### src/fpamu_pkg.sv
// fpamu_pkg: shared constants, types and helpers for the fixed-point affine matrix unit
// no dependencies
`timescale 1ns / 1ps

package fpamu_pkg;

   localparam int unsigned UNIT_ONE = 65536;
   localparam int unsigned WordWidth = 32;
   localparam int unsigned XformShift = 12;
   localparam int unsigned PostBase = 16;
   localparam int unsigned PreRot = 2;
   localparam int unsigned PreWide = 6;

   typedef logic signed [WordWidth-1:0] word_type;
   typedef logic [3:0] elem_idx_type;

   typedef enum logic [2:0] {
      ACT_WRITE_CUR = 3'd0,
      ACT_WRITE_OPD = 3'd1,
      ACT_IDENTITY  = 3'd2,
      ACT_TRANSLATE = 3'd3,
      ACT_CONCAT    = 3'd4,
      ACT_TRANSFORM = 3'd5
   } action_type;

   // request to the shared multiply-accumulate unit
   typedef struct packed {
      logic     clear;   // start a new sum with this term
      logic     mul_en;  // add product, else add term_a unchanged
      word_type term_a;
      word_type term_b;
      logic [4:0] post_shift;
   } mac_op_type;

   function automatic word_type identity_entry(input elem_idx_type idx);
      word_type r;
      r = '0;
      if (idx[1:0] == idx[3:2]) begin
         r = word_type'(UNIT_ONE);
      end
      return r;
   endfunction

endpackage

### src/fpamu_mac.sv
// fpamu_mac: shared 32x32 multiply with post shift and wrapping accumulator
// depends on fpamu_pkg
`timescale 1ns / 1ps

module fpamu_mac (
   input  logic                 clock,
   input  logic                 reset,
   input  logic                 op_valid,
   input  fpamu_pkg::mac_op_type op,
   output fpamu_pkg::word_type  acc
);

   // stage 1: product register
   fpamu_pkg::word_type prod_ff, prod_in;
   logic                vld_ff, vld_in;
   logic                clr_ff, clr_in;
   logic [4:0]          sh_ff, sh_in;
   fpamu_pkg::word_type acc_ff, acc_in;
   logic [63:0]         full_prod;
   fpamu_pkg::word_type shifted;

   assign full_prod = {32'd0, op.term_a} * {32'd0, op.term_b};

   always_comb begin
      prod_in = op.mul_en ? fpamu_pkg::word_type'(full_prod[31:0]) : op.term_a;
      vld_in  = op_valid;
      clr_in  = op.clear;
      sh_in   = op.mul_en ? op.post_shift : 5'd0;
   end

   assign shifted = prod_ff >>> sh_ff;

   always_comb begin
      acc_in = acc_ff;
      if (vld_ff) begin
         acc_in = clr_ff ? shifted : acc_ff + shifted;
      end
   end

   always_ff @(posedge clock) begin
      prod_ff <= prod_in;
      clr_ff  <= clr_in;
      sh_ff   <= sh_in;
      acc_ff  <= acc_in;
      if (reset) begin
         vld_ff <= 1'b0;
      end else begin
         vld_ff <= vld_in;
      end
   end

   assign acc = acc_ff;

endmodule

### src/fixed_point_affine_matrix_unit_core.sv
// fixed_point_affine_matrix_unit_core: top level, matrix storage and sequencer
// depends on fpamu_pkg and fpamu_mac
//
// channel | dir | fields
// req_    | in  | tuser: action[2:0]; tdata: index[3:0] value[35:4] x[67:36] y[99:68] z[131:100]
// rsp_    | out | tdata: out_x[31:0] out_y[63:32] out_z[95:64]
//
// writes, identity, translate and unknown actions complete while idle and can follow back to back
// transform is busy after its transfer for 3 rows, each with one mac issue per term, a drain and
// a store, and then hands the vertex to the output register; concatenate is busy for 16 entries,
// each with one mac issue per term, a drain and a store
// reset is synchronous and restores the identity matrix at once
// req_tready is low while an item is in work; a held result stalls only the next handoff
`timescale 1ns / 1ps

module fixed_point_affine_matrix_unit_core (
   input  logic         clock,
   input  logic         reset,
   input  logic         req_tvalid,
   output logic         req_tready,
   input  logic [2:0]   req_tuser,   // action
   input  logic [135:0] req_tdata,   // index, value, coord_x, coord_y, coord_z, zero fill
   output logic         rsp_tvalid,
   input  logic         rsp_tready,
   output logic [95:0]  rsp_tdata    // out_x, out_y, out_z
);

   typedef enum logic [4:0] {
      ST_IDLE  = 5'b00001,
      ST_ISSUE = 5'b00010,
      ST_DRAIN = 5'b00100,
      ST_STORE = 5'b01000,
      ST_OUT   = 5'b10000
   } state_type;

   state_type state_ff, state_in;
   fpamu_pkg::word_type cur_ff [16];
   fpamu_pkg::word_type opd_ff [16];
   fpamu_pkg::word_type res_ff [16];
   fpamu_pkg::word_type vec_ff [3];
   fpamu_pkg::word_type outv_ff [3];
   logic                concat_ff, concat_in;
   logic [3:0]          ent_ff, ent_in;   // result entry (concat) or row
   logic [1:0]          k_ff, k_in;       // term within a sum
   logic [1:0]          dr_ff, dr_in;     // drain counter
   logic                rsp_valid_ff, rsp_valid_in;
   logic [95:0]         rsp_data_ff, rsp_data_in;

   fpamu_pkg::action_type act;
   fpamu_pkg::mac_op_type op;
   logic                  op_valid;
   fpamu_pkg::word_type   acc;
   logic [1:0]            row, col;
   logic [2:0]            sa, sb;
   fpamu_pkg::word_type   ca, ob;

   assign act = fpamu_pkg::action_type'(req_tuser);
   assign req_tready = (state_ff == ST_IDLE);
   assign rsp_tvalid = rsp_valid_ff;
   assign rsp_tdata  = rsp_data_ff;

   assign row = ent_ff[3:2];
   assign col = ent_ff[1:0];

   always_comb begin
      sa = 3'(fpamu_pkg::PreRot);
      sb = 3'(fpamu_pkg::PreRot);
      if (row == 2'd3) begin
         sa = 3'(fpamu_pkg::PreWide);
         sb = 3'(fpamu_pkg::PreWide);
      end else if (col == 2'd3) begin
         sb = 3'(fpamu_pkg::PreWide);
      end
   end

   assign ca = cur_ff[{row, k_ff}] >>> sa;
   assign ob = opd_ff[{k_ff, col}] >>> sb;

   always_comb begin
      op = '0;
      op_valid = (state_ff == ST_ISSUE);
      op.clear = (k_ff == 2'd0);
      if (concat_ff) begin
         op.mul_en = 1'b1;
         op.term_a = ca;
         op.term_b = ob;
         op.post_shift = 5'(fpamu_pkg::PostBase) - 5'(sa) - 5'(sb);
      end else if (k_ff == 2'd3) begin
         op.mul_en = 1'b0;
         op.term_a = cur_ff[{row, 2'd3}];
      end else begin
         op.mul_en = 1'b1;
         op.term_a = vec_ff[k_ff];
         op.term_b = cur_ff[{row, k_ff}];
      end
   end

   fpamu_mac u_mac (
      .clock    (clock),
      .reset    (reset),
      .op_valid (op_valid),
      .op       (op),
      .acc      (acc)
   );

   always_comb begin
      state_in     = state_ff;
      concat_in    = concat_ff;
      ent_in       = ent_ff;
      k_in         = k_ff;
      dr_in        = dr_ff;
      rsp_valid_in = rsp_valid_ff;
      rsp_data_in  = rsp_data_ff;
      if (rsp_valid_ff && rsp_tready) begin
         rsp_valid_in = 1'b0;
      end
      case (state_ff)
         ST_IDLE: begin
            if (req_tvalid && (act == fpamu_pkg::ACT_CONCAT ||
                               act == fpamu_pkg::ACT_TRANSFORM)) begin
               state_in  = ST_ISSUE;
               concat_in = (act == fpamu_pkg::ACT_CONCAT);
               ent_in    = '0;
               k_in      = '0;
            end
         end
         ST_ISSUE: begin
            k_in = k_ff + 2'd1;
            if (k_ff == 2'd3) begin
               state_in = ST_DRAIN;
               dr_in    = '0;
            end
         end
         ST_DRAIN: begin
            dr_in = dr_ff + 2'd1;
            if (dr_ff == 2'd1) begin
               state_in = ST_STORE;
            end
         end
         ST_STORE: begin
            state_in = ST_ISSUE;
            ent_in   = concat_ff ? ent_ff + 4'd1 : ent_ff + 4'd4;
            if (concat_ff ? (ent_ff == 4'd15) : (ent_ff == 4'd8)) begin
               state_in = concat_ff ? ST_IDLE : ST_OUT;
            end
         end
         ST_OUT: begin
            // hand the vertex over once the output register is free or draining
            if (!rsp_valid_ff || rsp_tready) begin
               state_in     = ST_IDLE;
               rsp_valid_in = 1'b1;
               rsp_data_in  = {outv_ff[2], outv_ff[1], outv_ff[0]};
            end
         end
         default: state_in = ST_IDLE;
      endcase
   end

   always_ff @(posedge clock) begin
      if (reset) begin
         state_ff     <= ST_IDLE;
         concat_ff    <= 1'b0;
         ent_ff       <= '0;
         k_ff         <= '0;
         dr_ff        <= '0;
         rsp_valid_ff <= 1'b0;
         for (int i = 0; i < 16; i++) begin
            cur_ff[i] <= fpamu_pkg::identity_entry(4'(i));
         end
      end else begin
         state_ff     <= state_in;
         concat_ff    <= concat_in;
         ent_ff       <= ent_in;
         k_ff         <= k_in;
         dr_ff        <= dr_in;
         rsp_valid_ff <= rsp_valid_in;
         if (state_ff == ST_IDLE && req_tvalid) begin
            case (act)
               fpamu_pkg::ACT_WRITE_CUR: cur_ff[req_tdata[3:0]] <= req_tdata[35:4];
               fpamu_pkg::ACT_IDENTITY: begin
                  for (int i = 0; i < 16; i++) begin
                     cur_ff[i] <= fpamu_pkg::identity_entry(4'(i));
                  end
               end
               fpamu_pkg::ACT_TRANSLATE: begin
                  cur_ff[3]  <= cur_ff[3]  + req_tdata[67:36];
                  cur_ff[7]  <= cur_ff[7]  + req_tdata[99:68];
                  cur_ff[11] <= cur_ff[11] + req_tdata[131:100];
               end
               default: ;
            endcase
         end
         // whole concatenation result lands at once
         if (state_ff == ST_STORE && concat_ff && ent_ff == 4'd15) begin
            for (int i = 0; i < 15; i++) begin
               cur_ff[i] <= res_ff[i];
            end
            cur_ff[15] <= acc;
         end
      end
   end

   // payload registers
   always_ff @(posedge clock) begin
      rsp_data_ff <= rsp_data_in;
      if (state_ff == ST_IDLE && req_tvalid && act == fpamu_pkg::ACT_WRITE_OPD) begin
         opd_ff[req_tdata[3:0]] <= req_tdata[35:4];
      end
      if (state_ff == ST_IDLE && req_tvalid) begin
         vec_ff[0] <= req_tdata[67:36];
         vec_ff[1] <= req_tdata[99:68];
         vec_ff[2] <= req_tdata[131:100];
      end
      if (state_ff == ST_STORE) begin
         if (concat_ff) begin
            res_ff[ent_ff] <= acc;
         end else begin
            outv_ff[ent_ff[3:2]] <= acc >>> fpamu_pkg::XformShift;
         end
      end
   end

endmodule
### config.mk
export PLATFORM = sky130hd
export DESIGN_NAME = fixed_point_affine_matrix_unit_core
export DESIGN_NICKNAME = d
export VERILOG_FILES = /design/src/fpamu_pkg.sv /design/src/fpamu_mac.sv /design/src/fixed_point_affine_matrix_unit_core.sv
export SDC_FILE = /design/constraint.sdc
export NUM_CORES = 2
export LEC_CHECK = 0
export BUFFER_PORTS_ARGS = -buffer_cell sky130_fd_sc_hd__buf_2
export CAP_MARGIN = 25
export CORE_ASPECT_RATIO = 2
export CORE_UTILIZATION = 50
export CTS_CLUSTER_SIZE = 30
export DETAILED_ROUTE_END_ITERATION = 12
export GPL_ROUTABILITY_DRIVEN = 0
export PLACE_DENSITY = 0.74
export SYNTH_ARGS = -nofsm -noshare
export SYNTH_HDL_FRONTEND = slang
export SYNTH_SLANG_ARGS = --single-unit
### constraint.sdc
create_clock -name clock -period 14.6 [get_ports clock]
set_input_delay 2.19 -clock clock [delete_from_list [all_inputs] [get_ports clock]]
set_output_delay 2.19 -clock clock [all_outputs]
set_load 0.02 [all_outputs]
==> flow_metrics.tcl <==
set metrics [dict create \
    routed_wl_mm 332 \
    rsz0062_at_grt "no" \
    required_ps 15300 \
    min_period_over_period 0.793 \
    hold_viol 0 \
    ys_seq_area_frac 0.568 \
    drcViolationCount 0 \
    synth_nets 7375 \
    die_y_um 612 \
    h-tree-depth 4 \
    dp_cells 9018 \
    syn_avg_cell_area_sq_um 14.2 \
    first_pass_iters 8 \
    yosys_warnings 0 \
    ys_async_sr_fraction 0 \
    path_clk_slew_ps 70 \
    ff2ff_setup_slack_ps 3020 \
    end_kind "flop" \
    slowest_delay_ps 900 \
    worst-setup-path-type "flop to flop" \
    critical_path_arrival_ps 12280 \
    antenna_found_initial 60 \
    r2r-end "u_mac.prod_ff[31]" \
    maxCapViolCount 0 \
    report.final.slew_viol_count 0 \
    core_area_sq_mm 0.184 \
    gr-usage-all-layers 0.355 \
    whs_path_depth 0 \
    worstReg2RegStart "ent_ff[0]" \
    yosys_most_used_dff "edfxtp_1" \
    cpMaxStageDelayCell "dfxtp_4" \
    report.final.setup_viol 0 \
    grt_overflow 0 \
    fin_tns_setup_ps 0 \
    dp_hpwl_mm 231 \
    max_freq_ghz 0.0864 \
    skew_ps 122 \
    initialDrtViolationCount 8805 \
    cts_resized 0 \
    grt_max_degree 200 \
    period_minus_slack_ps 11580 \
    finalNonFillerCells 9334 \
    pin_count 241 \
    cp-startpoint "ent_ff[0]" \
    fp.dieW_um 307 \
    slew_headroom 0.0295 \
    first_global_vias 62798 \
    hp-class "flop to flop" \
    synth_cells 6561 \
    viasPerCell 6.68 \
    grt_pass1_wl_mm 459 \
    yosys.area.top_type "edfxtp_1" \
    r2r.worst_path.cells 35 \
    post_route_cells_drive_above_1_share 0.174 \
    synthesis.area_sq_mm 0.0929 \
    io_buffers 236 \
    synth_cell_types 94 \
    worst-slew-pin-transition_ps 1460 \
    clock-sinks 1776 \
    vias 62329 \
    clock_path_buffers 4 \
    ant_nets 0 \
    synth_top_area_share 0.556 \
    synth.area.top_cells "edfxtp_1 56%, fa_1 8.9%, mux4_2 7.4%" \
    outcome "completed" \
    cts_setup_buffers 0 \
    insertion_delay_ps 900 \
    cts_root_buffer "clkbuf_16" \
    rows 223 \
    cts_tree "yes" \
    cp_max_fo 40 \
    endpoint "u_mac.prod_ff[31]" \
    wl_per_cell_um 35.5 \
    synth_edf_count 1720 \
    nNetsFinal 7525 \
    start_kind "flop" \
    cts_inserted_buffers 158 \
    dieArea_sq_mm 0.188 \
    start_util 0.504 \
    syn2layout_area_growth_pct 10.1 \
    hold_buffers 0 \
    ys_ff_latch 1776 \
]
-- cell usage in the layout (no fill, tap or decap), types with 32 or more instances in the layout --
cell type and n:
a21o_1 53, a21oi_1 236, a22o_1 419, a22oi_1 113
buf_2 238, buf_4 182, clkbuf_16 160, dfxtp_1 46
diode_2 36, edfxtp_1 1720, fa_1 412, ha_1 258
inv_1 535, mux2i_1 58, mux4_2 305, nand2_1 387
nand2b_1 68, nand3_1 44, nor2_1 450, nor2_4 32
nor2b_1 33, nor3_1 38, o21ai_0 203, o21bai_1 41
or2_2 69, xnor2_1 132, xor2_1 45
-- worst min path at each step --
stage                   startpoint            end  slack [ps]
floorplan            outv_ff[0][0]   rsp_tdata[0]         400
global placement     outv_ff[2][4]  rsp_tdata[68]         400
detailed placement  outv_ff[1][10]  rsp_tdata[42]         400
CTS                  outv_ff[2][8]  rsp_tdata[72]         410
global route         outv_ff[2][1]  rsp_tdata[65]         420
finish               outv_ff[2][8]  rsp_tdata[72]         410
-- cell families (layout without fill, tap and decap cells) --
logic type,after synthesis,in the layout,share of synthesized area
adders and majority gates,671,671,0.124
xor gates and xnor gates,184,184,0.0182
DFF,1776,1776,0.568
muxes,386,386,0.0830
buffers and inverters,983,1245,0.0448
and+or+nand+nor,1229,1229,0.0586
other,1,37,0.0000404
AOI/OAI and AO/OA,1331,1331,0.104
-- layer usage --
| layer | GRT usage | wire [um] | vias to the layer above |
|---|---|---|---|
| met5 | 0.000261 | 172 | - |
| met4 | 0.334 | 39900 | 24 |
| met3 | 0.0939 | 38400 | 1726 |
| met2 | 0.581 | 158000 | 5039 |
| met1 | 0.369 | 95800 | 30932 |
| li1 | - | - | 24608 |
-- worst max-delay path: cells and delay by family (launching register included) --
| family | cells | cell delay [ps] |
|---|---|---|
| AO/OA/AOI/OAI | 12 | 3340 |
| XOR/XNOR | 1 | 180 |
| adder cells (fa/ha/maj) | 9 | 3890 |
| buffers and inverters | 10 | 2090 |
| flip-flops | 1 | 900 |
| multiplexers | 1 | 570 |
| AND/OR/NAND/NOR | 2 | 350 |
-- layout make-up --
type | count | area [sq um]
diodes | 36 | 90.1
clock buffers | 193 | 4170
clock inverters | 79 | 793
fillers | 14355 | 82200
inverters | 544 | 2040
multi-input cells | 3802 | 36500
flip-flops and latches | 1776 | 52800
well taps | 2475 | 3100
repair buffers | 429 | 2730
-- synthesized netlist by cell type, types with 44 or more instances --
| library cell | number |
|---|---|
| nor2_1 | 484 |
| a22oi_1 | 113 |
| fa_1 | 412 |
| nand2b_1 | 68 |
| ha_1 | 259 |
| mux4_2 | 305 |
| or2_2 | 69 |
| clkbuf_1 | 284 |
| xor2_1 | 45 |
| mux2i_1 | 59 |
| dfxtp_1 | 56 |
| o21ai_0 | 219 |
| inv_1 | 536 |
| nand2_1 | 392 |
| xnor2_1 | 132 |
| a21oi_1 | 236 |
| a22o_1 | 419 |
| a21o_1 | 53 |
| nand3_1 | 44 |
| edfxtp_1 | 1720 |
| buf_4 | 48 |
-- flip-flops by register name, summed over array words and instances (netlist names), named ones only --
name	flops
cur_ff	512
opd_ff	480
res_ff	480
vec_ff	96
outv_ff	60
rsp_tdata	60
u_mac.acc	32
u_mac.prod_ff	32
state_ff	5
ent_ff	4
u_mac.sh_ff	3
dr_ff	2
k_ff	2
concat_ff	1
rsp_tvalid	1
u_mac.clr_ff	1
u_mac.vld_ff	1
-- per-stage QoR --
stage | setup slack (ps) | util | area, sq um | hold WS (ps)
finish | 3020 | 0.554 | 102000 | 414
global placement | 3170 | 0.526 | 97000 | 401
global route | 2650 | 0.554 | 102000 | 425
detailed placement | 3110 | 0.526 | 97100 | 405
floorplan | 5260 | - | 92900 | 400
CTS | 3040 | 0.553 | 102000 | 412
Power is left out: the tool's default activity adds up to more than one toggle a clock period on the data nets, which glitch-free logic cannot reach.
